## src/rtl/gqvg_pkg.sv

```systemverilog
// Shared types and constants of the glyph quad vertex generator.
// No dependencies; every other file but the assertion macros header imports it.
package gqvg_pkg;

  localparam int GLYPH_COUNT_DEF   = 128;
  localparam int VERTEX_BUDGET_DEF = 4096;
  localparam int QUAD_VERTS        = 6;

  localparam int FIELD_W    = 12;
  localparam int CODE_W     = 8;
  localparam int ACTION_W   = 2;
  localparam int COORD_W    = 24;
  localparam int TEX_W      = 17;
  localparam int TEX_FRAC_W = 16;
  localparam int SCALE_W    = 16;
  localparam int ATLAS_W    = 13;
  localparam int CFG_IDX_W  = 2;
  localparam int CFG_DATA_W = 16;

  // action codes
  localparam logic [ACTION_W-1:0] ACT_LOAD   = 2'd0;
  localparam logic [ACTION_W-1:0] ACT_BEGIN  = 2'd1;
  localparam logic [ACTION_W-1:0] ACT_RENDER = 2'd2;

  // configuration register indexes
  localparam logic [CFG_IDX_W-1:0] REG_TEXT_SCALE   = 2'd0;
  localparam logic [CFG_IDX_W-1:0] REG_ATLAS_WIDTH  = 2'd1;
  localparam logic [CFG_IDX_W-1:0] REG_ATLAS_HEIGHT = 2'd2;
  localparam logic [CFG_IDX_W-1:0] REG_FONT_READY   = 2'd3;

  // corner select per vertex, bit k for vertex k: (0,0)(1,0)(1,1)(0,0)(1,1)(0,1)
  localparam logic [QUAD_VERTS-1:0] CORNER_X = 6'b010110;
  localparam logic [QUAD_VERTS-1:0] CORNER_Y = 6'b110100;

  localparam logic [TEX_W-1:0] TEX_ONE = 17'h10000;

  typedef struct packed {
    logic [FIELD_W-1:0]        atlas_x;
    logic [FIELD_W-1:0]        atlas_y;
    logic [FIELD_W-1:0]        glyph_width;
    logic [FIELD_W-1:0]        glyph_height;
    logic signed [FIELD_W-1:0] offset_x;
    logic signed [FIELD_W-1:0] offset_y;
    logic [FIELD_W-1:0]        advance;
  } glyph_t;

endpackage

```

## src/rtl/gqvg_div.sv

```systemverilog
// Atlas coordinate divider: texels * 65536 / size, one quotient bit per cycle.
// Numerator at or above the divisor gives exactly one (saturated). Uses gqvg_pkg.
module gqvg_div import gqvg_pkg::*; (
  input  logic               clk,
  input  logic               rst,
  input  logic               start,
  input  logic [ATLAS_W-1:0] num,
  input  logic [ATLAS_W-1:0] den,
  output logic               busy,
  output logic [TEX_W-1:0]   quo
);

  localparam int CNT_W = $clog2(TEX_FRAC_W);

  logic [ATLAS_W-1:0]    rem;
  logic [ATLAS_W:0]      rem2;
  logic [TEX_FRAC_W-1:0] q;
  logic                  sat;
  logic [CNT_W-1:0]      cnt;
  logic                  fits;

  assign rem2 = {rem, 1'b0};
  assign fits = rem2 >= {1'b0, den};

  always_ff @(posedge clk) begin
    if (rst) begin
      busy <= 1'b0;
    end else if (start) begin
      busy <= num < den;
    end else if (busy && cnt == CNT_W'(TEX_FRAC_W - 1)) begin
      busy <= 1'b0;
    end
  end

  always_ff @(posedge clk) begin
    if (start) begin
      rem <= num;
      q   <= '0;
      cnt <= '0;
      sat <= num >= den;
    end else if (busy) begin
      // remainder stays below den, so the shifted value fits after the subtract
      if (fits) begin
        rem <= ATLAS_W'(rem2 - {1'b0, den});
      end else begin
        rem <= rem2[ATLAS_W-1:0];
      end
      q   <= {q[TEX_FRAC_W-2:0], fits};
      cnt <= cnt + 1'b1;
    end
  end

  assign quo = sat ? TEX_ONE : {1'b0, q};

endmodule

```

## config.mk

```make
export PLATFORM = sky130hd
export DESIGN_NAME = gqvg_div
export DESIGN_NICKNAME = d
export VERILOG_FILES = /design/src/rtl/gqvg_pkg.sv /design/src/rtl/gqvg_div.sv
export SDC_FILE = /design/constraint.sdc
export NUM_CORES = 1
export LEC_CHECK = 0
export ABC_AREA = 1
export BUFFER_PORTS_ARGS = -buffer_cell sky130_fd_sc_hd__buf_4
export CAP_MARGIN = 5
export CORE_UTILIZATION = 45
export DETAILED_ROUTE_END_ITERATION = 10
export HOLD_SLACK_MARGIN = 0.06
export PLACE_DENSITY = 0.66
export SYNTH_ARGS = -nofsm -noshare
export SYNTH_HDL_FRONTEND = slang
export SYNTH_SLANG_ARGS = --single-unit
```

## constraint.sdc

```tcl
create_clock -name clk -period 3.2 [get_ports clk]
set_input_delay 0.16 -clock clk [delete_from_list [all_inputs] [get_ports clk]]
set_output_delay 0.16 -clock clk [all_outputs]
set_load 0.01 [all_outputs]
```

==> out/metrics.cfg <==
[critical_path]
required_ns = 3.25
path_buf_inv = 0
r2r_start = rem[0]
worstSetupStartpoint = rem[0]
r2r_slack_ns = 1.07
regToRegEndpoint = rem[4]
worstSetupStartpointType = register
rr_worst_depth = 10
worst_setup_path_end_kind = register
worstPathMaxFanout = 19
critPathKind = reg2reg
critPathArrivalTime_ns = 2.18
crit_path_top_delay_cell = edfxtp_1
crit_family = simple AND/OR/NAND/NOR gates
crit_path_cell_trace = ha_1 -> ha_1 -> nand3_1 -> nor2_1 -> nand3_1 -> nand2_2 -> nor2_8 -> nand2_8 -> nor2_1 -> o21ai_1
critPathMaxStageDelay_ns = 0.44

[routing]
antenna_left = 0
vias_per_cell = 5.02
wire_per_inst_microns = 12.5
drt_iter0_drc = 131
route.detailed.drc = 0
dr.pass1.iters = 5
num_vias = 2621
wl_mm = 6.54

[timing]
min_period_over_period_pct = 66.6
setup_viol = 0
finalMaxSlewViolations = 0
setup_tns_ns = 0
grt_setup_unrepaired = false
holdWs_ns = 0.158
hold_viol = 0
relSlewSlack_pct = 58.8
fmax_mhz = 469
fin_crit_ns = 2.13
tightest_slew_ns = 0.617
skew_ns = 0.00458

[grt]
antenna_found_initial = 0
grt_usage_pct = 22.1
grt_first_pass_wirelength_mm = 11.2
grt_pass1_vias = 2482
grt_max_degree = 20
grt-ovfl-total = 0

[logic_synthesis]
yosysWarningCount = 0
syn-num-nets = 457
ys_seq_area_share_pct = 30.1
ys_seq_elements = 35
avgSynthCellArea_sq_um = 6.98
synthCells = 400
synth_cell_type_count = 36
syn-cell-area_sq_um = 2790

[pwr]
p_per_area_nw_per_um2 = 438
leakagePower_nw = 1.64
ir_drop_v = 0.000336

[placement]
portBuffers = 46
post-dp-hpwl_mm = 5.33
finalWeightedCongestion = 0.856

[final_layout]
final_layout_size_suffix_gt1_share_pct = 17.9
layout_common_cells = 103 x nand2_1, 67 x inv_1, 47 x buf_4
fill_cells = 584
final_common_cell = nand2_1
syn_to_final_growth_pct = 17.4
nNetsFinal = 503
diodes = 0

[floorplan]
fp.dieW_microns = 80.8
die_h_microns = 80.8
row_count = 28
core_sq_um = 5960
boundaryPins = 47
start_util_pct = 46.9
die_area_sq_um = 6530

[clock_network]
insertion_delay_ns = 0.29
cts_tree = done
ctsResizeCount = 0
clock_path_buffers = 2
htreeDepth = 2
cts_inserted_buffers = 5
clk_pin_slew_ns = 0.08
holdBufCountCts = 1
cts_sinks = 35
post_cts_buffers = 0
cts-root-buf = clkbuf_8

[min_path]
hp-start = num[2]
hp-class = in2reg
whs_endpoint = rem[2]
whs_path_depth = 3

[outcome]
outcome = finished clean

[flow_run]
drv_cap = 0

## layer usage
layer | routed length (microns) | vias to the layer above | share of wire (%) | global-route usage [%]
li1 | - | 1371 | - | -
met1 | 3140 | 1189 | 48 | 29.2
met2 | 3030 | 52 | 46 | 37.5
met3 | 280 | 9 | 4.3 | 3.82
met4 | 93 | 0 | 1.4 | 5.36
met5 | 0 | - | 0 | 0
## flip-flops by register name (all words and copies together), names as in the netlist
| register | cells |
|---|---|
| rem | 13 |
| sat | 1 |
| cnt | 4 |
| busy | 1 |
| q | 16 |
## worst max-delay path by stage
stage          depth (start not counted)  endpoint  slack [ns]
2_1_floorplan                         11    rem[7]        1.26
6_report                              10    rem[4]        1.07
4_1_cts                               10    rem[4]        1.06
3_5_place_dp                           4    rem[8]        1.02
5_1_grt                               10    rem[4]        0.94
3_3_place_gp                           4    rem[6]        1.02
## logic make-up after synthesis
| kind of cell | share of synthesized area, % |
|---|---|
| flops | 30.1 |
| fa+ha+maj | 12.8 |
| simple gates | 34.4 |
| xor+xnor | 0.941 |
| compound gates | 10.2 |
| buf+inv | 11.6 |
## per-stage QoR
| step | std cells | utilization, % | instance area [sq um] | worst slack [ns] | power (mW) |
|---|---|---|---|---|---|
| final | 522 | 55.1 | 3280 | 1.07 | 1.44 |
| after global routing | 522 | 55.1 | 3280 | 0.944 | 1.54 |
| after CTS | 522 | 55.1 | 3280 | 1.06 | 1.44 |
| after detailed placement | 513 | 53.5 | 3190 | 1.02 | 1.12 |
| after global placement | 513 | 53.5 | 3190 | 1.02 | 1.12 |
| after floorplan | 400 | - | 2790 | 1.26 | 0.993 |
## area by class of cell
| cell class | instances | area [sq um] | share of cell area [%] |
|---|---|---|---|
| repair buffers | 48 | 363 | 11.1 |
| clock inverters | 2 | 11.3 | 0.343 |
| clock buffers | 6 | 72.6 | 2.21 |
| inverters | 72 | 270 | 8.24 |
| well taps | 75 | 93.8 | 2.86 |
| multi-input cells | 284 | 1630 | 49.7 |
| flip-flops and latches | 35 | 841 | 25.6 |
## cell usage after synthesis
master	number	area (sq um)
o21ai_0	8	40.0
fa_1	1	20.0
and3_1	1	6.26
clkinv_1	1	3.75
o21ai_2	2	17.5
inv_2	4	15.0
nor3_1	3	15.0
nand2_2	5	31.3
o21ai_1	6	30.0
xor2_1	2	17.5
a21oi_4	1	16.3
nand3_1	30	150
buf_8	1	15.0
inv_1	67	251
nand4_1	3	18.8
nand3_4	1	17.5
clkbuf_1	5	18.8
a21oi_2	1	8.76
a21oi_1	14	70.1
nand3b_1	8	60.1
nor2_1	38	143
o22ai_1	15	93.8
buf_2	1	5.00
nor2_8	1	20.0
nand2_8	1	20.0
nand2_1	103	387
buf_4	2	15.0
xnor2_1	1	8.76
or2_1	1	6.26
ha_1	27	338
edfxtp_1	14	420
nor2_2	4	25.0
dfxtp_1	21	420
nor2_4	1	11.3
nand3_2	5	50.1
o21bai_1	1	7.51
## tightest hold or removal path, stage by stage
cell,delay (ns)
buf_4,0.09
nand2_1,0.04
nand2_1,0.05
## where the power goes
group	switching [mW]	total [mW]	internal, mW	leakage, nW
Sequential	0.0257	0.536	0.510	0.310
Clock	0.168	0.321	0.153	0.0455
Combinational	0.362	0.581	0.219	1.29
Total	0.555	1.44	0.882	1.64
Power figures use the tool's default switching activity.
